### src/design/bgy_pkg.sv
// Package for the BGR to YUV 4:2:0 converter: frame register codes, coefficients,
// queue sizing and the item that passes from the front end to the back end.
// No dependencies.
`default_nettype none

package bgy_pkg;

	localparam int MAX_WIDTH_DEF  = 4096;
	localparam int MAX_HEIGHT_DEF = 4096;

	// configuration port
	localparam int CFG_DW = 13;
	localparam int CFG_IW = 2;

	typedef enum logic [CFG_IW-1:0] {
		CFG_FRAME_WIDTH  = 2'd0,
		CFG_FRAME_HEIGHT = 2'd1
	} cfg_idx_t;

	localparam logic [CFG_DW-1:0] FRAME_WIDTH_RST  = 13'd1920;
	localparam logic [CFG_DW-1:0] FRAME_HEIGHT_RST = 13'd1080;

	// queue between front and back; depth must be a power of two
	localparam int QUEUE_DEPTH = 4;
	localparam int Q_PTR_W     = $clog2(QUEUE_DEPTH);
	localparam int Q_CNT_W     = $clog2(QUEUE_DEPTH + 1);

	// BT.601 limited range coefficients (magnitudes)
	localparam logic [7:0] Y_COEF_R  = 8'd66;
	localparam logic [7:0] Y_COEF_G  = 8'd129;
	localparam logic [7:0] Y_COEF_B  = 8'd25;
	localparam logic [7:0] CB_COEF_R = 8'd38;
	localparam logic [7:0] CB_COEF_G = 8'd74;
	localparam logic [7:0] CB_COEF_B = 8'd112;
	localparam logic [7:0] CR_COEF_R = 8'd112;
	localparam logic [7:0] CR_COEF_G = 8'd94;
	localparam logic [7:0] CR_COEF_B = 8'd18;

	localparam logic [7:0] LUMA_MIN   = 8'd16;
	localparam logic [7:0] LUMA_MAX   = 8'd235;
	localparam logic [7:0] CHROMA_MIN = 8'd16;
	localparam logic [7:0] CHROMA_MAX = 8'd240;
	localparam logic [7:0] ROUND_HALF = 8'd128;

	typedef struct packed {
		logic [7:0]  blue;
		logic [7:0]  green;
		logic [7:0]  red;
		logic [9:0]  sum_b;
		logic [9:0]  sum_g;
		logic [9:0]  sum_r;
		logic [11:0] col;
		logic [11:0] row;
		logic        closes;
		logic        frame_end;
	} bgy_item_t;

	// frame dimension limited to 1..maxv, returned minus one
	function automatic int lim_m1(input int v, input int maxv);
		if (v < 1)
			return 0;
		if (v > maxv)
			return maxv - 1;
		return v - 1;
	endfunction

endpackage

`default_nettype wire

### src/design/bgy_queue.sv
// Short item queue between front and back ends, register based.
// Uses bgy_pkg.
`default_nettype none

module bgy_queue (
	input  wire logic                         clk,
	input  wire logic                         arst_n,
	input  wire logic                         push,
	input  wire bgy_pkg::bgy_item_t           push_item,
	input  wire logic                         pop,
	output bgy_pkg::bgy_item_t                head,
	output logic [bgy_pkg::Q_CNT_W-1:0]       count,
	output logic                              not_empty
);

	bgy_pkg::bgy_item_t                 mem_q [bgy_pkg::QUEUE_DEPTH];
	logic [bgy_pkg::Q_PTR_W-1:0]        wptr_q, rptr_q;
	logic [bgy_pkg::Q_CNT_W-1:0]        count_q;

	always_ff @(posedge clk) begin
		if (push)
			mem_q[wptr_q] <= push_item;
	end

	always_ff @(posedge clk or negedge arst_n) begin
		if (!arst_n) begin
			wptr_q  <= '0;
			rptr_q  <= '0;
			count_q <= '0;
		end else begin
			if (push)
				wptr_q <= wptr_q + 1'b1;
			if (pop)
				rptr_q <= rptr_q + 1'b1;
			if (push && !pop)
				count_q <= count_q + 1'b1;
			else if (pop && !push)
				count_q <= count_q - 1'b1;
		end
	end

	assign head      = mem_q[rptr_q];
	assign count     = count_q;
	assign not_empty = count_q != '0;

	a_no_underflow: assert property (@(posedge clk) disable iff (!arst_n)
		pop |-> count_q != '0)
		else $error("queue popped while empty");

	a_no_overflow: assert property (@(posedge clk) disable iff (!arst_n)
		push |-> (int'(count_q) < bgy_pkg::QUEUE_DEPTH || pop))
		else $error("queue pushed while full");

endmodule

`default_nettype wire

### config.mk
export PLATFORM = sky130hd
export DESIGN_NAME = bgy_queue
export DESIGN_NICKNAME = d
export VERILOG_FILES = /design/src/design/bgy_pkg.sv /design/src/design/bgy_queue.sv
export SDC_FILE = /design/constraint.sdc
export NUM_CORES = 1
export LEC_CHECK = 0
export BUFFER_PORTS_ARGS = -buffer_cell sky130_fd_sc_hd__buf_2
export CAP_MARGIN = 25
export CORE_AREA = 2 2 149 151
export CTS_CLUSTER_DIAMETER = 40
export DETAILED_ROUTE_END_ITERATION = 8
export DIE_AREA = 0 0 151 153
export PLACE_DENSITY = 0.78
export SLEW_MARGIN = 20
export SYNTH_ARGS = -nofsm -noshare
export SYNTH_HDL_FRONTEND = slang
export SYNTH_SLANG_ARGS = --single-unit
### constraint.sdc
create_clock -name clk -period 3.48 [get_ports clk]
set_clock_uncertainty 0.2 [all_clocks]
set_input_delay 0.522 -clock clk [delete_from_list [all_inputs] [get_ports clk]]
set_output_delay 0.522 -clock clk [all_outputs]
set_load 0.02 [all_outputs]
==> impl_metrics.csv <==
group,metric,value,unit
run_status,run_status,"finished, final reports clean",
timing,setup_tns,0,ps
synthesis,synth_area_per_cell,26.6,µm²
synthesis,synth-seq-area-share,81.4,%
placed_design,place.detailed.hpwl,13300,µm
synthesis,share_of_async_settable_or_async_resettable_flops_after_synthesis,2.14,%
cells_and_area,n_antenna_cell,0,
worst_setup_path,setup.worst_path.end_class,"output port",
drt,drt-wirelength-per-cell,22.9,µm
cells_and_area,syn2layout_area_growth,20.1,%
floorplanning,row_count,54,
drt,drt_drc_violations_left,0,
drt,drt-initial-drc-count,292,
global_route,globalRoute.totalOverflow,0,
worst_setup_path,crit_chain,"buf_4 -> mux4_2 -> buf_2",
floorplanning,die_width,151,µm
worst_setup_path,worst-path-buf-inv,2,
synthesis,synth_edf_count,320,
synthesis,netlist-cell-type-count,18,
timing,post-route-min-period,2970,ps
global_route,antenna_violations_before_repair,1,
synthesis,synth-seq-cells,327,
worst_setup_path,worst_path_largest_cell_delay,670,ps
floorplanning,design.core.area,21500,µm²
drt,detail_route.wirelength,22100,µm
drt,via_per_inst,5.57,
power,irDropWorstVdd,0.705,mV
clock_tree,numClockSinks,327,
worst_setup_path,worst-path-stages,3,
clock_tree,tritoncts,"yes",
global_route,grt_start_max_net_pins,46,
global_route,grt.total_usage,19.7,%
timing,final_hold_viol_count,0,
run,max_cap_violations,0,
drt,routed-via-count,5372,
power,power_density,908,nW/µm²
drt,antenna_violating_nets_post_route,0,
worst_setup_path,setup.worst_path.start_class,"flip-flop",
clock_tree,clk_root_buffer_cell,"clkbuf_16",
timing,max_freq,337,MHz
clock_tree,clock_transition_time_at_the_flip_flop_clock_pins_of_the_worst_setup_and_hold_paths,60,ps
worst_setup_path,ff2ff_setup_slack,1220,ps
timing,worst-slew-pin-transition,728,ps
placed_design,routabilityCongestion,0.706,
placed_design,place.detailed.instances,894,
global_route,grt_first_pass_wirelength,33400,µm
clock_tree,cts_buffer_depth,3,
timing,worst_case_hold_slack,21.9,ps
synthesis,syn_nets,541,
synthesis,synthCells,451,
cells_and_area,net_count_final,748,
cells_and_area,layout.cells.non_filler,965,
clock_tree,post-cts-setup-buffer-count,0,
floorplanning,ioPinCount,168,
placed_design,port-buffer-count,167,
timing,share_of_the_cycle_needed_by_the_critical_path_after_routing,85.3,%
worst_setup_path,crit_fanout,19,
floorplanning,floorplan.die_area,23100,µm²
synthesis,ys_dominant_reg_cell,"edfxtp_1",
min_path,hold_crit_class,"in2reg",
worst_setup_path,worstSetupPathType,"reg2out",
clock_tree,number_of_clock_buffers_inserted_by_tritoncts,38,
floorplanning,die_y,153,µm
worst_setup_path,critical_path_required,2760,ps
clock_tree,clock_insertion_delay_worst_skew,500,ps
worst_setup_path,timing.critical_path.from,"rptr_q[0]",
worst_setup_path,crit_family,"flip-flops",
synthesis,syn-cell-area,12000,µm²
timing,rsz0062_at_grt,"no",
cells_and_area,drive_above_1_share,47.2,%
power,cellLeakagePower,0.00501,µW
timing,max_slew_margin,51.5,%
worst_setup_path,crit_path_end,"head[28]",
floorplanning,initial_core_util,55.9,%
worst_setup_path,r2r_end,"mem_q[0][56]",
timing,finalSetupViolations,0,
worst_setup_path,worstRegToRegCells,4,
worst_setup_path,r2r_start,"wptr_q[0]",
clock_tree,cts_max_level,2,
synthesis,ys.warnings.count,0,
worst_setup_path,timing.critical_path.arrival,2250,ps
worst_setup_path,slowest_stage,"dfrtp_4",
global_route,via_count_of_the_first_global_routing_pass,5995,
drt,first_pass_iters,4,
timing,slew_violations,0,
-- cell families (layout without fill, tap and decap cells) --
group                      after synthesis  count (layout)  share of synthesized area [%]
adders and majority gates                6               6                          0.687
muxes                                   81              81                           15.1
buffers and inverters                   22             256                           1.93
DFF                                    327             327                           81.4
xor gates and xnor gates                 6               6                          0.437
AOI/OAI and AO/OA                        1               1                         0.0416
and+or+nand+nor                          8               8                          0.354
-- metal layers --
metal / GRT usage [%] / up-vias / share of wire [%] / wire (µm)
li1: - / 2365 / - / -
met1: 23.8 / 2803 / 38 / 8360
met2: 34.5 / 160 / 54 / 12000
met3: 4.66 / 42 / 5.3 / 1170
met4: 7.12 / 2 / 2.5 / 556
met5: 0 / - / 0.032 / 7
-- power by group --
group	internal, µW	total [µW]	switching, µW
registers	5160	5480	321
logic	1600	3830	2220
clock network	2320	3800	1490
total	9080	13100	4030
-- cells in the final DEF, fill, tap and decap left out, drive strengths merged, types with 2 or more instances in the layout --
master,count
dlygate4sd3,4
clkinv,12
xor2,4
clkbuf,47
edfxtp,320
xnor2,2
bufinv,3
inv,8
mux4,80
buf,181
nand2,2
ha,5
dfrtp,7
and2,4
-- area by class of cell --
class	count	area, µm²
well taps	280	350
clock inverters	20	209
multi-input cells	102	2010
inverters	4	15.0
repair buffers	185	1040
flip-flops and latches	327	9790
clock buffers	47	1020
fillers	1363	7050
-- metrics by stage --
step,cell area [µm²],setup WS [ps],utilization [%],total power (µW)
after global routing,14400,377,67.2,13700
after detailed placement,13200,981,61.3,9460
after floorplan,12000,349,-,8310
after CTS,14400,434,67.1,13300
final,14400,512,67.2,13100
after global placement,13200,1000,61.3,9330
-- how the worst min path moves through the flow --
stage | start | slack [ps] | cells past startpoint | to
floorplan | arst_n | 30 | 0 | count[0]
global placement | arst_n | 160 | 1 | count[2]
detailed placement | arst_n | 160 | 1 | count[2]
CTS | push_item[16] | 2 | 1 | mem_q[0][16]
global route | push_item[15] | 3 | 1 | mem_q[0][15]
finish | push_item[37] | 20 | 1 | mem_q[2][37]
-- Yosys cell counts (2+ instances only) --
| cell | instances | area, µm² |
|---|---|---|
| nand2_1 | 2 | 7.51 |
| inv_1 | 4 | 15.0 |
| buf_12 | 8 | 160 |
| and2_1 | 4 | 25.0 |
| ha_1 | 5 | 62.6 |
| edfxtp_1 | 320 | 9610 |
| buf_2 | 9 | 45.0 |
| xor2_1 | 4 | 35.0 |
| xnor2_1 | 2 | 17.5 |
| dfrtp_1 | 7 | 175 |
| mux4_2 | 79 | 1780 |
-- registers in the layout, summed over array words and instances, names as in the netlist --
name / count
wptr_q: 2
mem_q: 320
rptr_q: 2
count: 3
-- what timing repair did --
action,CTS,global route
hold buffers,3,1
endpoints found under the hold margin,12,4
resized for setup,0,0
Power figures use the tool's default switching activity.
