**src/design/bgy_pkg.sv**
```systemverilog
// Package for the BGR to YUV 4:2:0 converter: frame register codes, coefficients,
// queue sizing and the item that passes from the front end to the back end.
// No dependencies.
`default_nettype none

package bgy_pkg;

	localparam int MAX_WIDTH_DEF  = 4096;
	localparam int MAX_HEIGHT_DEF = 4096;

	// configuration port
	localparam int CFG_DW = 13;
	localparam int CFG_IW = 2;

	typedef enum logic [CFG_IW-1:0] {
		CFG_FRAME_WIDTH  = 2'd0,
		CFG_FRAME_HEIGHT = 2'd1
	} cfg_idx_t;

	localparam logic [CFG_DW-1:0] FRAME_WIDTH_RST  = 13'd1920;
	localparam logic [CFG_DW-1:0] FRAME_HEIGHT_RST = 13'd1080;

	// queue between front and back; depth must be a power of two
	localparam int QUEUE_DEPTH = 4;
	localparam int Q_PTR_W     = $clog2(QUEUE_DEPTH);
	localparam int Q_CNT_W     = $clog2(QUEUE_DEPTH + 1);

	// BT.601 limited range coefficients (magnitudes)
	localparam logic [7:0] Y_COEF_R  = 8'd66;
	localparam logic [7:0] Y_COEF_G  = 8'd129;
	localparam logic [7:0] Y_COEF_B  = 8'd25;
	localparam logic [7:0] CB_COEF_R = 8'd38;
	localparam logic [7:0] CB_COEF_G = 8'd74;
	localparam logic [7:0] CB_COEF_B = 8'd112;
	localparam logic [7:0] CR_COEF_R = 8'd112;
	localparam logic [7:0] CR_COEF_G = 8'd94;
	localparam logic [7:0] CR_COEF_B = 8'd18;

	localparam logic [7:0] LUMA_MIN   = 8'd16;
	localparam logic [7:0] LUMA_MAX   = 8'd235;
	localparam logic [7:0] CHROMA_MIN = 8'd16;
	localparam logic [7:0] CHROMA_MAX = 8'd240;
	localparam logic [7:0] ROUND_HALF = 8'd128;

	typedef struct packed {
		logic [7:0]  blue;
		logic [7:0]  green;
		logic [7:0]  red;
		logic [9:0]  sum_b;
		logic [9:0]  sum_g;
		logic [9:0]  sum_r;
		logic [11:0] col;
		logic [11:0] row;
		logic        closes;
		logic        frame_end;
	} bgy_item_t;

	// frame dimension limited to 1..maxv, returned minus one
	function automatic int lim_m1(input int v, input int maxv);
		if (v < 1)
			return 0;
		if (v > maxv)
			return maxv - 1;
		return v - 1;
	endfunction

endpackage

`default_nettype wire

```
**src/design/bgy_res_if.sv**
```systemverilog
// Result channel: valid/ready handshake with luma, chroma and position fields.
// No dependencies.
`default_nettype none

interface bgy_res_if;
	logic        valid;
	logic        ready;
	logic [7:0]  luma;
	logic [11:0] luma_col;
	logic [11:0] luma_row;
	logic        chroma_valid;
	logic [7:0]  cb;
	logic [7:0]  cr;
	logic [10:0] chroma_col;
	logic [10:0] chroma_row;
	logic        frame_end;

	modport source (output valid, luma, luma_col, luma_row, chroma_valid, cb, cr,
		chroma_col, chroma_row, frame_end, input ready);
	modport sink   (input valid, luma, luma_col, luma_row, chroma_valid, cb, cr,
		chroma_col, chroma_row, frame_end, output ready);
endinterface

`default_nettype wire

```
**src/design/bgy_back.sv**
```systemverilog
// Back end: coefficient products, luma and chroma sums, clamping and output register.
// Uses bgy_pkg and bgy_res_if.
`default_nettype none

module bgy_back (
	input  wire logic               clk,
	input  wire logic               arst_n,
	input  wire logic               q_not_empty,
	input  wire bgy_pkg::bgy_item_t head,
	output logic                    pop,
	bgy_res_if.source               res
);

	logic        adv;
	logic [7:0]  avg_b, avg_g, avg_r;

	logic        b1_valid;
	logic [15:0] b1_yr, b1_yg, b1_yb;
	logic [15:0] b1_cbr, b1_cbg, b1_cbb;
	logic [15:0] b1_crr, b1_crg, b1_crb;
	logic [11:0] b1_col, b1_row;
	logic        b1_closes, b1_fend;

	logic [16:0]        y_sum;
	logic [8:0]         y_v;
	logic [7:0]         y_c, cb_c, cr_c;
	logic signed [17:0] cb_s, cr_s, cb_f, cr_f;

	logic        out_valid_q;
	logic [7:0]  luma_q, cb_q, cr_q;
	logic [11:0] col_q, row_q;
	logic [10:0] ccol_q, crow_q;
	logic        cval_q, fend_q;

	assign adv   = !out_valid_q || res.ready;
	assign pop   = adv && q_not_empty;
	assign avg_b = 8'((head.sum_b + 10'd2) >> 2);
	assign avg_g = 8'((head.sum_g + 10'd2) >> 2);
	assign avg_r = 8'((head.sum_r + 10'd2) >> 2);

	always_ff @(posedge clk or negedge arst_n) begin
		if (!arst_n)
			b1_valid <= 1'b0;
		else if (adv)
			b1_valid <= q_not_empty;
	end

	always_ff @(posedge clk) begin
		if (pop) begin
			b1_yr     <= 16'(head.red) * 16'(bgy_pkg::Y_COEF_R);
			b1_yg     <= 16'(head.green) * 16'(bgy_pkg::Y_COEF_G);
			b1_yb     <= 16'(head.blue) * 16'(bgy_pkg::Y_COEF_B);
			b1_cbr    <= 16'(avg_r) * 16'(bgy_pkg::CB_COEF_R);
			b1_cbg    <= 16'(avg_g) * 16'(bgy_pkg::CB_COEF_G);
			b1_cbb    <= 16'(avg_b) * 16'(bgy_pkg::CB_COEF_B);
			b1_crr    <= 16'(avg_r) * 16'(bgy_pkg::CR_COEF_R);
			b1_crg    <= 16'(avg_g) * 16'(bgy_pkg::CR_COEF_G);
			b1_crb    <= 16'(avg_b) * 16'(bgy_pkg::CR_COEF_B);
			b1_col    <= head.col;
			b1_row    <= head.row;
			b1_closes <= head.closes;
			b1_fend   <= head.frame_end;
		end
	end

	// arithmetic shifts floor the negative chroma sums
	always_comb begin
		y_sum = 17'(b1_yr) + 17'(b1_yg) + 17'(b1_yb) + 17'(bgy_pkg::ROUND_HALF);
		y_v   = y_sum[16:8] + 9'(bgy_pkg::LUMA_MIN);
		y_c   = (y_v > 9'(bgy_pkg::LUMA_MAX)) ? bgy_pkg::LUMA_MAX : y_v[7:0];

		cb_s = $signed({2'b00, b1_cbb}) - $signed({2'b00, b1_cbr})
			- $signed({2'b00, b1_cbg}) + $signed(18'(bgy_pkg::ROUND_HALF));
		cr_s = $signed({2'b00, b1_crr}) - $signed({2'b00, b1_crg})
			- $signed({2'b00, b1_crb}) + $signed(18'(bgy_pkg::ROUND_HALF));
		cb_f = (cb_s >>> 8) + $signed(18'(bgy_pkg::ROUND_HALF));
		cr_f = (cr_s >>> 8) + $signed(18'(bgy_pkg::ROUND_HALF));

		if (cb_f < $signed(18'(bgy_pkg::CHROMA_MIN)))
			cb_c = bgy_pkg::CHROMA_MIN;
		else if (cb_f > $signed(18'(bgy_pkg::CHROMA_MAX)))
			cb_c = bgy_pkg::CHROMA_MAX;
		else
			cb_c = cb_f[7:0];

		if (cr_f < $signed(18'(bgy_pkg::CHROMA_MIN)))
			cr_c = bgy_pkg::CHROMA_MIN;
		else if (cr_f > $signed(18'(bgy_pkg::CHROMA_MAX)))
			cr_c = bgy_pkg::CHROMA_MAX;
		else
			cr_c = cr_f[7:0];
	end

	always_ff @(posedge clk or negedge arst_n) begin
		if (!arst_n)
			out_valid_q <= 1'b0;
		else if (adv)
			out_valid_q <= b1_valid;
	end

	always_ff @(posedge clk) begin
		if (adv && b1_valid) begin
			luma_q <= y_c;
			col_q  <= b1_col;
			row_q  <= b1_row;
			cval_q <= b1_closes;
			cb_q   <= b1_closes ? cb_c : 8'd0;
			cr_q   <= b1_closes ? cr_c : 8'd0;
			ccol_q <= b1_closes ? b1_col[11:1] : 11'd0;
			crow_q <= b1_closes ? b1_row[11:1] : 11'd0;
			fend_q <= b1_fend;
		end
	end

	assign res.valid        = out_valid_q;
	assign res.luma         = luma_q;
	assign res.luma_col     = col_q;
	assign res.luma_row     = row_q;
	assign res.chroma_valid = cval_q;
	assign res.cb           = cb_q;
	assign res.cr           = cr_q;
	assign res.chroma_col   = ccol_q;
	assign res.chroma_row   = crow_q;
	assign res.frame_end    = fend_q;

	a_no_chroma_zero: assert property (@(posedge clk) disable iff (!arst_n)
		out_valid_q && !cval_q |-> cb_q == 8'd0 && cr_q == 8'd0 && ccol_q == 11'd0
			&& crow_q == 11'd0)
		else $error("chroma fields set on item without a closed block");

endmodule

`default_nettype wire

```
**src/flat_wrapper.sv**
```systemverilog
// flat-port wrapper written by rule: the top's interface ports become plain ports
module bgy_back_flat 
  (clk, arst_n, q_not_empty, head, pop, res_valid, res_luma, res_luma_col, res_luma_row, res_chroma_valid, res_cb, res_cr, res_chroma_col, res_chroma_row, res_frame_end, res_ready);
  bgy_res_if res_i ();
  input  wire logic clk;
  input  wire logic arst_n;
  input  wire logic q_not_empty;
  input  wire bgy_pkg::bgy_item_t head;
  output logic pop;
  output wire logic [$bits(res_i.valid)-1:0] res_valid;
  output wire logic [$bits(res_i.luma)-1:0] res_luma;
  output wire logic [$bits(res_i.luma_col)-1:0] res_luma_col;
  output wire logic [$bits(res_i.luma_row)-1:0] res_luma_row;
  output wire logic [$bits(res_i.chroma_valid)-1:0] res_chroma_valid;
  output wire logic [$bits(res_i.cb)-1:0] res_cb;
  output wire logic [$bits(res_i.cr)-1:0] res_cr;
  output wire logic [$bits(res_i.chroma_col)-1:0] res_chroma_col;
  output wire logic [$bits(res_i.chroma_row)-1:0] res_chroma_row;
  output wire logic [$bits(res_i.frame_end)-1:0] res_frame_end;
  input wire logic [$bits(res_i.ready)-1:0] res_ready;
  assign res_valid = res_i.valid;
  assign res_luma = res_i.luma;
  assign res_luma_col = res_i.luma_col;
  assign res_luma_row = res_i.luma_row;
  assign res_chroma_valid = res_i.chroma_valid;
  assign res_cb = res_i.cb;
  assign res_cr = res_i.cr;
  assign res_chroma_col = res_i.chroma_col;
  assign res_chroma_row = res_i.chroma_row;
  assign res_frame_end = res_i.frame_end;
  assign res_i.ready = res_ready;
  bgy_back u_core (.clk(clk), .arst_n(arst_n), .q_not_empty(q_not_empty), .head(head), .pop(pop), .res(res_i));
endmodule
```
**config.mk**
```make
export PLATFORM = sky130hd
export DESIGN_NAME = bgy_back_flat
export DESIGN_NICKNAME = d
export VERILOG_FILES = /design/src/design/bgy_pkg.sv /design/src/design/bgy_res_if.sv /design/src/design/bgy_back.sv /design/src/flat_wrapper.sv
export SDC_FILE = /design/constraint.sdc
export NUM_CORES = 1
export LEC_CHECK = 0
export BUFFER_PORTS_ARGS = -buffer_cell sky130_fd_sc_hd__buf_4
export CAP_MARGIN = 40
export CORE_MARGIN = 10
export CORE_UTILIZATION = 45
export DETAILED_ROUTE_END_ITERATION = 12
export GPL_TIMING_DRIVEN = 1
export PLACE_DENSITY = 0.76
export SLEW_MARGIN = 20
export SYNTH_ARGS = -nofsm -noshare
export SYNTH_HDL_FRONTEND = slang
export SYNTH_SLANG_ARGS = --single-unit
```
**constraint.sdc**
```tcl
create_clock -name clk -period 6.3 [get_ports clk]
set_clock_uncertainty 0.1 [all_clocks]
set_input_delay 0.945 -clock clk [delete_from_list [all_inputs] [get_ports clk]]
set_output_delay 0.945 -clock clk [all_outputs]
set_load 0.01 [all_outputs]
```
==> results of run 1 <==
==> through the flow <==
step / setup slack (ns) / total power [mW] / cell area, um2 / utilization (%) / hold slack, ns
after floorplan: 0.864 / 6.02 / 15500 / - / 0.300
final: 0.570 / 8.46 / 18100 / 53.6 / 0.0817
after detailed placement: 0.620 / 7.11 / 17300 / 51.3 / 0.306
after global routing: 0.0117 / 9.27 / 18100 / 53.6 / 0.0545
after global placement: 0.732 / 6.94 / 17300 / 51.2 / 0.310
after CTS: 0.609 / 8.49 / 18100 / 53.5 / 0.0533
==> registers in the layout, indices dropped and copies added, names as in the netlist, 8 cells and up <==
register,flops
u_core.b1_crr,9
u_core.b1_crb,11
u_core.res.chroma_col,11
u_core.b1_cbg,14
u_core.b1_col,12
u_core.b1_yg,16
u_core.b1_crg,13
u_core.res.luma_row,12
u_core.res.luma,8
u_core.res.cb,8
u_core.b1_cbb,11
u_core.b1_yr,14
u_core.res.chroma_row,11
u_core.res.cr,8
u_core.b1_row,12
u_core.b1_yb,13
u_core.res.luma_col,12
u_core.b1_cbr,13
==> placed cells by master, fill, tap and decap left out, types with 4 or more instances in the layout <==
master and count:
ha_1 250, inv_1 214, edfxtp_1 212, buf_4 165, xnor2_1 83, a21oi_1 78
fa_1 58, nor2_1 56, xor2_1 40, nand2_1 30, o21ai_0 30, and2_1 29
nand3_1 26, a21o_1 26, clkbuf_16 23, o21bai_1 22, nor3_1 15, o21a_1 12
nand2b_1 11, nor2b_1 11, and3_1 10, o21ai_1 8, o31ai_1 6, o211ai_1 5
clkinv_1 5, a311oi_1 4, o221ai_1 4
==> logic make-up (layout without fill, tap and decap cells) <==
logic type | after synthesis | after routing | share of synthesized area, %
XOR/XNOR | 126 | 126 | 7.39
AO/OA/AOI/OAI | 237 | 237 | 10.5
buffers and inverters | 224 | 423 | 5.48
flip-flops | 214 | 214 | 41.3
AND/OR/NAND/NOR | 222 | 222 | 7.54
adder cells (fa/ha/maj) | 308 | 308 | 27.6
multiplexers | 3 | 3 | 0.201
==> report_power, final <==
part           internal [mW]  switching (mW)
registers               1.99          0.0913
logic                   2.21            2.85
clock network          0.760           0.566
==> worst max-delay path, delay by kind of cell, from the launching register on <==
kind / cells / cell delay (ns)
AO/OA/AOI/OAI: 11 / 2.35
XOR/XNOR: 2 / 0.37
adder cells (fa/ha/maj): 4 / 1.26
flip-flops: 1 / 0.47
AND/OR/NAND/NOR: 7 / 1.01
==> layout make-up <==
| type | count | area [um2] | share of cell area (%) |
|---|---|---|---|
| Multi-Input combinational cell | 896 | 8280 | 45.7 |
| Sequential cell | 214 | 6420 | 35.4 |
| Timing Repair Buffer | 168 | 1300 | 7.19 |
| Inverter | 214 | 803 | 4.44 |
| Clock buffer | 24 | 579 | 3.20 |
| Tap cell | 448 | 561 | 3.10 |
| Clock inverter | 17 | 165 | 0.912 |
==> worst max path at each step <==
| stage | startpoint | end | slack (ns) | cells past startpoint |
|---|---|---|---|---|
| 6_report | u_core.b1_cbr[1] | u_core.res.cr[3] | 0.57 | 24 |
| 5_1_grt | u_core.b1_cbr[1] | u_core.res.cr[1] | 0.01 | 24 |
| 4_1_cts | u_core.b1_cbr[1] | u_core.res.cr[3] | 0.61 | 21 |
| 3_5_place_dp | head[37] | u_core.b1_crg[14] | 0.62 | 21 |
| 3_3_place_gp | head[37] | u_core.b1_crg[14] | 0.73 | 21 |
| 2_1_floorplan | res_ready | pop | 0.86 | 2 |
==> routing by layer <==
metal	global-route usage [%]	vias to the layer above	wire length (um)
li1	-	5075	-
met1	17.8	4819	13200
met2	24.1	182	14500
met3	2.08	37	1480
met4	3.36	0	515
met5	0	-	0
==> results by group, run 1 <==
Status
  – Status: complete, no violations

Die
  – Die Y: 206 um
  – # rows: 67
  – # IOs: 158
  – Initial cell density of the core: 46.0%
  – Die W: 206 um
  – DIE AREA: 42400 um2
  – Core area: 33800 um2

Worst setup path
  – Worst path cell trace: ha_1 > nor4b_1 > o21ai_0 > a21boi_0 > o21ai_0 > nand2b_1 > a311oi_1 > nor3_1 > xnor2_1 > ha_1 > ha_1 > a21oi_1 > nor2b_1 > a41oi_1 > o31ai_2 > nand2_1 > nand2_1 > xor2_1 > ha_1 > o21ai_0 > o31ai_1 > a31oi_2 > o221ai_1 > nor4bb_1
  – Crit path kind: reg -> reg
  – R2R Path End: u_core.res.cr[3]
  – Worst-path maximum fanout: 7
  – Startpoint types: register
  – Setup crit end kind: register
  – Worst EP arrival: 5.99 ns
  – Crit path top cell by count: ha_1
  – Critical path's slowest cell: edfxtp_1
  – Largest stage delay on the critical path: 0.47 ns
  – Setup slack, reg-to-reg: 0.57 ns
  – CP required: 6.56 ns
  – Reg-to-reg critical path startpoint: u_core.b1_cbr[1]
  – R2R cell count: 24

Clocking
  – Post-CTS setup buffers: 0
  – CTS tree: done
  – Worst-skew pair later-pin latency: 0.53 ns
  – Max clock buf depth: 3
  – CTS HTree Levels: 1
  – CTS resizes: 0
  – CTS buffer count: 23
  – Clock root buffer: clkbuf_16
  – # hold bufs at CTS: 0
  – Clock sinks: 214
  – CTS clk-pin slew, worst paths: 0.06 ns

Synth
  – Top cells by area in the synthesized netlist: edfxtp_1 41%, ha_1 20%, fa_1 7.5%
  – YS warnings: 0
  – Mean Syn Cell Area: 11.6 um2
  – Seq/Total Area, Yosys: 41.3%
  – Synth cell types: 77
  – Post-synthesis net count: 1726
  – #FFs+latches synth: 214
  – Synthesized cell area: 15500 um2
  – Predominant post-synthesis flop cell: edfxtp_1
  – Most instantiated library cell after synthesis: ha_1
  – Synth top area share: 41.0%
  – Synth Instances: 1334
  – EDFF count, synth: 212
  – Async S/R FF share, synth: 0.935%
  – Area leader, netlist: edfxtp_1
  – Synth cell count leaders: 250 x ha_1, 214 x inv_1, 212 x edfxtp_1

Finish
  – Fillers: 2850
  – # diodes: 0
  – Share of layout cells above drive strength 1: 14.9%
  – Syn-to-layout area delta: 16.5%
  – Cell Count, Final, Fillers Out: 1981
  – Layout Nets: 1909

GRT
  – First-pass GRT wire length: 48900 um
  – Global route total overflow: 0
  – Gr usage total: 13.9%
  – Number of global-route vias before repair: 10314
  – Initial antenna violation count: 0
  – Largest net degree at the start of global routing: 69

STA
  – Least-Margin Pin Slew: 0.799 ns
  – Max frequency: 175 MHz
  – Slew HR: 46.3%
  – Slew Limit Fails: 0
  – Final hold vios: 0
  – Accumulated negative setup slack: 0 ns
  – Tcrit/Tclk final: 90.9%
  – RSZ-0062 raised after global routing: no
  – Fin crit period: 5.73 ns
  – Setup violations, final: 0

Place
  – Final HPWL DP: 24200 um
  – Placed Cells: 1938
  – Final GP Congestion: 0.831
  – Port bufs: 154

Power and ir drop
  – Worst VDD drop: 0.289 mV
  – Leak Pwr: 8.24 nW
  – Pwr per Cell Area: 468 nW/um2

Routing
  – Routed wire length: 29700 um
  – Iteration count of the initial detailed-routing pass: 4
  – Post-route DRC: 0
  – Vias post-DR: 10113
  – ANT nets after route: 0
  – WL per Instance: 15.0 um
  – Avg Vias per Cell: 5.10
  – Initial DRC Count: 448

Worst hold path
  – Worst min-delay path class: in -> async

Job
  – Max cap viols: 0
No activity file was read; power rests on OpenSTA's default activity.
==> run 2, diff against run 1 <==
--- a/config.mk
+++ b/config.mk
@@ -8,10 +8,10 @@
 export BUFFER_PORTS_ARGS = -buffer_cell sky130_fd_sc_hd__buf_4
 export CAP_MARGIN = 40
 export CORE_MARGIN = 10
-export CORE_UTILIZATION = 45
+export CORE_UTILIZATION = 55
 export DETAILED_ROUTE_END_ITERATION = 12
 export GPL_TIMING_DRIVEN = 1
-export PLACE_DENSITY = 0.76
+export PLACE_DENSITY = 0.87
 export SLEW_MARGIN = 20
 export SYNTH_ARGS = -nofsm -noshare
 export SYNTH_HDL_FRONTEND = slang
==> run 2 against run 1 <==
  * Die area is 16% lower
  * First-iteration DRC count increased by 15%
  * Cell area is 0.49% lower
  * Setup slack worse by 0.11 ns
  * Sequential share of layout area rose by 0.17 points
  * Global-route usage grew 3.5 points
  * Clock power up 3%
  * Largest cell class unchanged
==> results by group, run 2 (synthesis gave the netlist of run 1 again) <==
Clocking
  – CTS tree: done
  – Worst-skew pair later-pin latency: 0.51 ns (-0.02 ns)
  – Max clock buf depth: 3 (unchanged)
  – # hold bufs at CTS: 0 (unchanged)
  – Clock root buffer: clkbuf_16
  – CTS buffer count: 23 (unchanged)
  – CTS HTree Levels: 1 (unchanged)
  – Post-CTS setup buffers: 0 (unchanged)
  – CTS resizes: 0 (unchanged)
  – CTS clk-pin slew, worst paths: 0.06 ns (about the same)
  – Clock sinks: 214 (unchanged)

STA
  – Final hold vios: 0 (unchanged)
  – Final worst slack: 0.460 ns (-0.110 ns)
  – Least-Margin Pin Slew: 0.804 ns (+0.00499 ns)
  – Slew Limit Fails: 0 (unchanged)
  – RSZ-0062 raised after global routing: no
  – Hold slack: 0.0975 ns (+0.0158 ns)
  – Fin crit period: 5.84 ns (+0.110 ns)
  – Tcrit/Tclk final: 92.7% (+1.7 points)
  – Slew HR: 46.0% (-0.33 points)
  – Max frequency: 171 MHz (-1.9%)
  – Accumulated negative setup slack: 0 ns (unchanged)
  – Setup violations, final: 0 (unchanged)

Worst setup path
  – Worst-path maximum fanout: 7 (unchanged)
  – R2R cell count: 22 (-8.3%)
  – Setup slack, reg-to-reg: 0.46 ns (-0.11 ns)
  – Worst EP arrival: 6.07 ns (+0.08 ns)
  – Setup crit end kind: register
  – CP endpoint: u_core.res.cb[3]
  – R2R Path End: u_core.res.cb[3]
  – Startpoint types: register
  – Reg-to-reg critical path startpoint: u_core.b1_cbb[4]
  – CP required: 6.53 ns (-0.03 ns)
  – Crit path launch: u_core.b1_cbb[4]
  – Crit path kind: reg -> reg

Place
  – Placed Cells: 1864 (-3.8%)
  – Port bufs: 154 (unchanged)
  – Final HPWL DP: 25400 um (+5.0%)
  – Dpl ws: 0.472 ns (-0.148 ns)
  – Final GP Congestion: 0.872 (+5.0%)

Routing
  – Initial DRC Count: 515 (+15%)
  – ANT nets after route: 0 (unchanged)
  – Routed wire length: 31400 um (+5.7%)
  – Post-route DRC: 0 (unchanged)
  – Vias post-DR: 10294 (+1.8%)
  – Iteration count of the initial detailed-routing pass: 7 (+3)
  – Avg Vias per Cell: 5.39 (+5.6%)
  – WL per Instance: 16.4 um (+9.7%)

Power and ir drop
  – Pwr per Cell Area: 476 nW/um2 (+1.7%)
  – Leak Pwr: 8.23 nW (about the same)
  – Worst VDD drop: 0.293 mV (+1.2%)

GRT
  – Number of global-route vias before repair: 10749 (+4.2%)
  – Gr usage total: 17.4% (+3.5 points)
  – Largest net degree at the start of global routing: 73 (+5.8%)
  – Global route total overflow: 0 (unchanged)
  – First-pass GRT wire length: 51300 um (+4.9%)
  – Initial antenna violation count: 0 (unchanged)

Die
  – Initial cell density of the core: 55.8% (+9.8 points)
  – Core area: 27900 um2 (-18%)
  – DIE AREA: 35400 um2 (-16%)
  – Die Y: 188 um (-8.6%)
  – Die W: 188 um (-8.6%)
  – # rows: 61 (-9.0%)
  – # IOs: 158 (unchanged)

Finish
  – FF+latch area: 6420 um2 (unchanged)
  – Fillers: 2025 (-29%)
  – # diodes: 0 (unchanged)
  – Regs by FF count: u_core.b1_yg: 16 flops, u_core.b1_cbg: 14 flops, u_core.b1_yr: 14 flops
  – Share of layout cells above drive strength 1: 14.8% (-0.046 points)
  – Cell Count, Final, Fillers Out: 1909 (-3.6%)
  – Area of the multi-input gates: 8270 um2 (about the same)
  – Layout Nets: 1906 (-0.16%)
  – Commonest non-fill, non-tap cell in the layout: ha_1
  – Syn-to-layout area delta: 16.0%
  – Most frequent cells in the layout: 250 x ha_1, 214 x inv_1, 212 x edfxtp_1, 162 x buf_4, 83 x xnor2_1
  – Largest register FFs: 16 (unchanged)
  – Largest Register: u_core.b1_yg

Worst hold path
  – Worst min-delay path class: in -> async

Status
  – Status: complete, no violations

Job
  – Max cap viols: 0 (unchanged)
==> run 2: cell count changes in the layout (fill, tap and decap cells not counted) <==
cell	previous run	this run
clkinvlp_4	3	4
inv_6	1	3
and2_4	2	1
clkinv_1	5	2
inv_16	1	0
buf_4	165	162
o31ai_2	1	0
and2_2	0	1
bufinv_16	2	3
o31ai_1	6	7
clkbuf_1	1	2
==> run 2: cell type report <==
cell class                      instances  area share (%)
Clock buffer                           25            3.24
Clock inverter                         17            1.05
Inverter                              214            4.46
Multi-Input combinational cell        896            45.9
Sequential cell                       214            35.6
Tap cell                              378            2.63
Timing Repair Buffer                  165            7.10
==> run 2: worst max-delay path, stage by stage (launching register included) <==
cell      delay [ns]
edfxtp_1        0.42
ha_1            0.35
nor4b_1         0.16
o21ai_0         0.22
a21boi_0        0.15
o21ai_0         0.17
nand2b_1        0.14
a311oi_1        0.40
xnor2_1         0.17
ha_1            0.25
ha_1            0.43
and3_1          0.27
and3_1          0.19
a221oi_2        0.08
a21o_1          0.26
o31ai_4         0.32
xor2_1          0.32
ha_1            0.26
xnor2_1         0.13
nor2_1          0.07
a41o_1          0.26
a211oi_2        0.26
nor3b_1         0.26
==> run 2: metrics by stage <==
stage / cell area, um2 / utilization [%] / power (mW)
3_5_place_dp: 17200 / 61.7 / 7.17
6_report: 18000 / 64.7 / 8.57
3_3_place_gp: 17200 / 61.6 / 6.93
4_1_cts: 18000 / 64.4 / 8.56
2_1_floorplan: 15500 / - / 6.02
5_1_grt: 18000 / 64.7 / 9.32
==> run 2: worst min-delay path by stage <==
stage / start / end / cells after the start / slack, ns
detailed placement: u_core.b1_row[0] / u_core.res.luma_row[0] / 0 / 0.31
finish: arst_n / u_core.b1_valid / 1 / 0.1
floorplan: u_core.b1_fend / u_core.res.frame_end / 0 / 0.30
CTS: arst_n / u_core.b1_valid / 1 / 0.08
global route: arst_n / u_core.res.valid / 1 / 0.08
global placement: u_core.b1_row[0] / u_core.res.luma_row[0] / 0 / 0.31
==> run 2: report_power, final <==
part | switching (mW) | total [mW] | internal [mW]
Combinational | 2.90 | 5.11 | 2.21
Sequential | 0.0958 | 2.08 | 1.99
Clock | 0.568 | 1.37 | 0.804
==> run 2: metal layers <==
metal | part of all wire (%) | GRT usage [%]
met5 | 0 | 0
met2 | 49 | 30.9
met1 | 42 | 20.9
met3 | 6.1 | 2.80
met4 | 2.6 | 5.54
==> run 3, diff against run 2 <==
==> constraint.sdc (replaced) <==
create_clock -name clk -period 6.3 [get_ports clk]
set_clock_uncertainty 0.1 [all_clocks]
set_input_delay 0.945 -clock clk [delete_from_list [all_inputs] [get_ports clk]]
set_output_delay 0.945 -clock clk [all_outputs]
set_load 0.1 [all_outputs]
==> run 3 against run 2 <==
  * Count of clock-buffer cells in the layout increased by 3
  * Register-to-register slack got worse by 0.04 ns
  * Global-route usage increased by 0.26 points
  * Routed wire length increased by 0.59%
==> results by group, run 3 (synthesis gave the netlist of run 1 again) <==
Finish
  – Share of layout cells above drive strength 1: 14.5% (-0.31 points)
  – Syn-to-layout area delta: 15.7%
  – Regs by FF count: u_core.b1_yg: 16 flops, u_core.b1_cbg: 14 flops, u_core.b1_yr: 14 flops
  – Design area: 18000 um2 (-0.26%)
  – Most frequent cells in the layout: 250 x ha_1, 214 x inv_1, 212 x edfxtp_1, 162 x buf_4, 83 x xnor2_1
  – # diodes: 0 (unchanged)
  – Final Util: 64.5% (-0.17 points)
  – Cell Count, Final, Fillers Out: 1907 (-0.10%)
  – Commonest non-fill, non-tap cell in the layout: ha_1
  – Layout Nets: 1906 (unchanged)
  – Largest Register: u_core.b1_yg
  – Largest register FFs: 16 (unchanged)

Place
  – Placed Cells: 1864 (unchanged)
  – Port bufs: 154 (unchanged)
  – Final GP Congestion: 0.878 (+0.67%)
  – Area after DPL: 17200 um2 (unchanged)
  – Final HPWL DP: 25100 um (-0.86%)

Routing
  – ANT nets after route: 0 (unchanged)
  – Iteration count of the initial detailed-routing pass: 5 (-2)
  – Highest routed metal layer: met4
  – WL met2: 15500 um (-0.11%)
  – WL met3: 1670 um (-13%)
  – WL per Instance: 16.5 um (+0.69%)
  – Routed wire length: 31600 um (+0.59%)
  – Avg Vias per Cell: 5.41 (+0.24%)
  – M1 wire length: 13700 um (+4.3%)
  – Initial DRC Count: 492 (-4.5%)
  – Post-route DRC: 0 (unchanged)
  – Vias post-DR: 10308 (+0.14%)

Clocking
  – # hold bufs at CTS: 0 (unchanged)
  – CTS buffer count: 23 (unchanged)
  – Clock root buffer: clkbuf_16
  – Post-CTS setup buffers: 0 (unchanged)
  – Max clock buf depth: 3 (unchanged)
  – CTS resizes: 0 (unchanged)
  – Worst-skew pair later-pin latency: 0.50 ns (about the same)
  – CTS clk-pin slew, worst paths: 0.06 ns (about the same)
  – CTS tree: done
  – Clock sinks: 214 (unchanged)
  – CTS HTree Levels: 1 (unchanged)

STA
  – Least-Margin Pin Slew: 0.848 ns (+0.0434 ns)
  – Slew Limit Fails: 0 (unchanged)
  – Accumulated negative setup slack: 0 ns (unchanged)
  – Setup violations, final: 0 (unchanged)
  – RSZ-0062 raised after global routing: no
  – Final hold vios: 0 (unchanged)
  – Fin crit period: 5.88 ns (+0.0440 ns)
  – Tcrit/Tclk final: 93.4% (+0.70 points)
  – Max frequency: 170 MHz (-0.75%)
  – Slew HR: 43.1% (-2.9 points)

Worst setup path
  – Worst-path maximum fanout: 7 (unchanged)
  – Crit path launch: u_core.b1_cbr[1]
  – Startpoint types: register
  – CP required: 6.52 ns (about the same)
  – Reg-to-reg critical path startpoint: u_core.b1_cbr[1]
  – Total number of cells along the worst setup path: 21 (-4.5%)
  – Crit path top cell by count: ha_1
  – Buf/Inv on CP: 0 (unchanged)
  – Crit path kind: reg -> reg
  – Cell family with most CP delay: compound AO/OA/AOI/OAI gates
  – Critical path's slowest cell: o31ai_1
  – R2R cell count: 21 (-4.5%)
  – Largest stage delay on the critical path: 0.54 ns (+0.11 ns)
  – Worst EP arrival: 6.11 ns (+0.04 ns)
  – Setup crit end kind: register
  – Worst path cell trace: ha_1 > nor4b_1 > o21ai_0 > a21boi_0 > o21ai_0 > nand2b_1 > a311oi_1 > nor3_1 > xnor2_1 > ha_1 > ha_1 > nand3_1 > o31ai_1 > nand2_1 > nand2_1 > xor2_1 > ha_1 > nand4bb_1 > a31oi_2 > o221ai_1 > nor4bb_1

Die
  – Initial cell density of the core: 55.8% (unchanged)
  – Die W: 188 um (unchanged)
  – # IOs: 158 (unchanged)
  – DIE AREA: 35400 um2 (unchanged)
  – Core area: 27900 um2 (unchanged)
  – Die Y: 188 um (unchanged)
  – # rows: 61 (unchanged)

Power and ir drop
  – Final Power: 9.23 mW (+7.7%)
  – Leak Pwr: 8.21 nW (-0.24%)
  – Worst VDD drop: 0.325 mV (+11%)
  – Pwr per Cell Area: 513 nW/um2 (+8.0%)

Job
  – Max cap viols: 0 (unchanged)

Status
  – Status: complete, no violations

GRT
  – Largest net degree at the start of global routing: 73 (unchanged)
  – Initial antenna violation count: 0 (unchanged)
  – Number of global-route vias before repair: 10788 (+0.36%)
  – Gr usage total: 17.6% (+0.26 points)
  – First-pass GRT wire length: 52300 um (+1.9%)
  – Global route total overflow: 0 (unchanged)

Worst hold path
  – Worst min-delay path class: in -> async
## run 3: cell count changes in the layout (fill, tap and decap cells not counted)
cell / delta
bufinv_16: -1
clkbuf_4: -1
inv_6: -1
clkinvlp_4: -2
clkinv_4: +1
clkbuf_2: +1
clkbuf_1: +3
clkinv_2: -2
## run 3: report_power, final
part | switching, mW | leakage (nW) | internal [mW]
registers | 0.0993 | 2.05 | 1.99
logic | 3.62 | 5.81 | 2.22
clock network | 0.545 | 0.348 | 0.761
## run 3: per-stage QoR
step,hold slack [ns],worst slack [ns]
2_1_floorplan,0.300,0.254
3_3_place_gp,0.306,0.638
3_5_place_dp,0.307,0.474
4_1_cts,0.0862,0.508
5_1_grt,0.0941,0.0332
6_report,0.109,0.416
## run 3: layout make-up
cell class	count	area, um2
clock buffer	28	594
clock inverter	12	134
fill	2020	9890
inverter	214	803
multi-input combinational	896	8270
sequential	214	6420
tap	378	473
timing repair buffer	165	1280
## run 3: path summary, 6_finish.rpt
check	to	slack, ns
worst max register to register	u_core.res.cr[3]	0.42
min in group clk	u_core.res.luma_row[0]	0.32
worst min register to register	u_core.res.luma_row[0]	0.32
max in group asynchronous	u_core.res.valid	5.90
worst max-delay path	u_core.res.cr[3]	0.42
worst min-delay path	u_core.b1_valid	0.11
## run 3: per-layer routing
layer | vias up | global-route usage [%]
li1 | 5066 | -
met1 | 4934 | 21.7
met2 | 248 | 31.1
met3 | 60 | 2.93
met4 | 0 | 4.89
met5 | - | 0
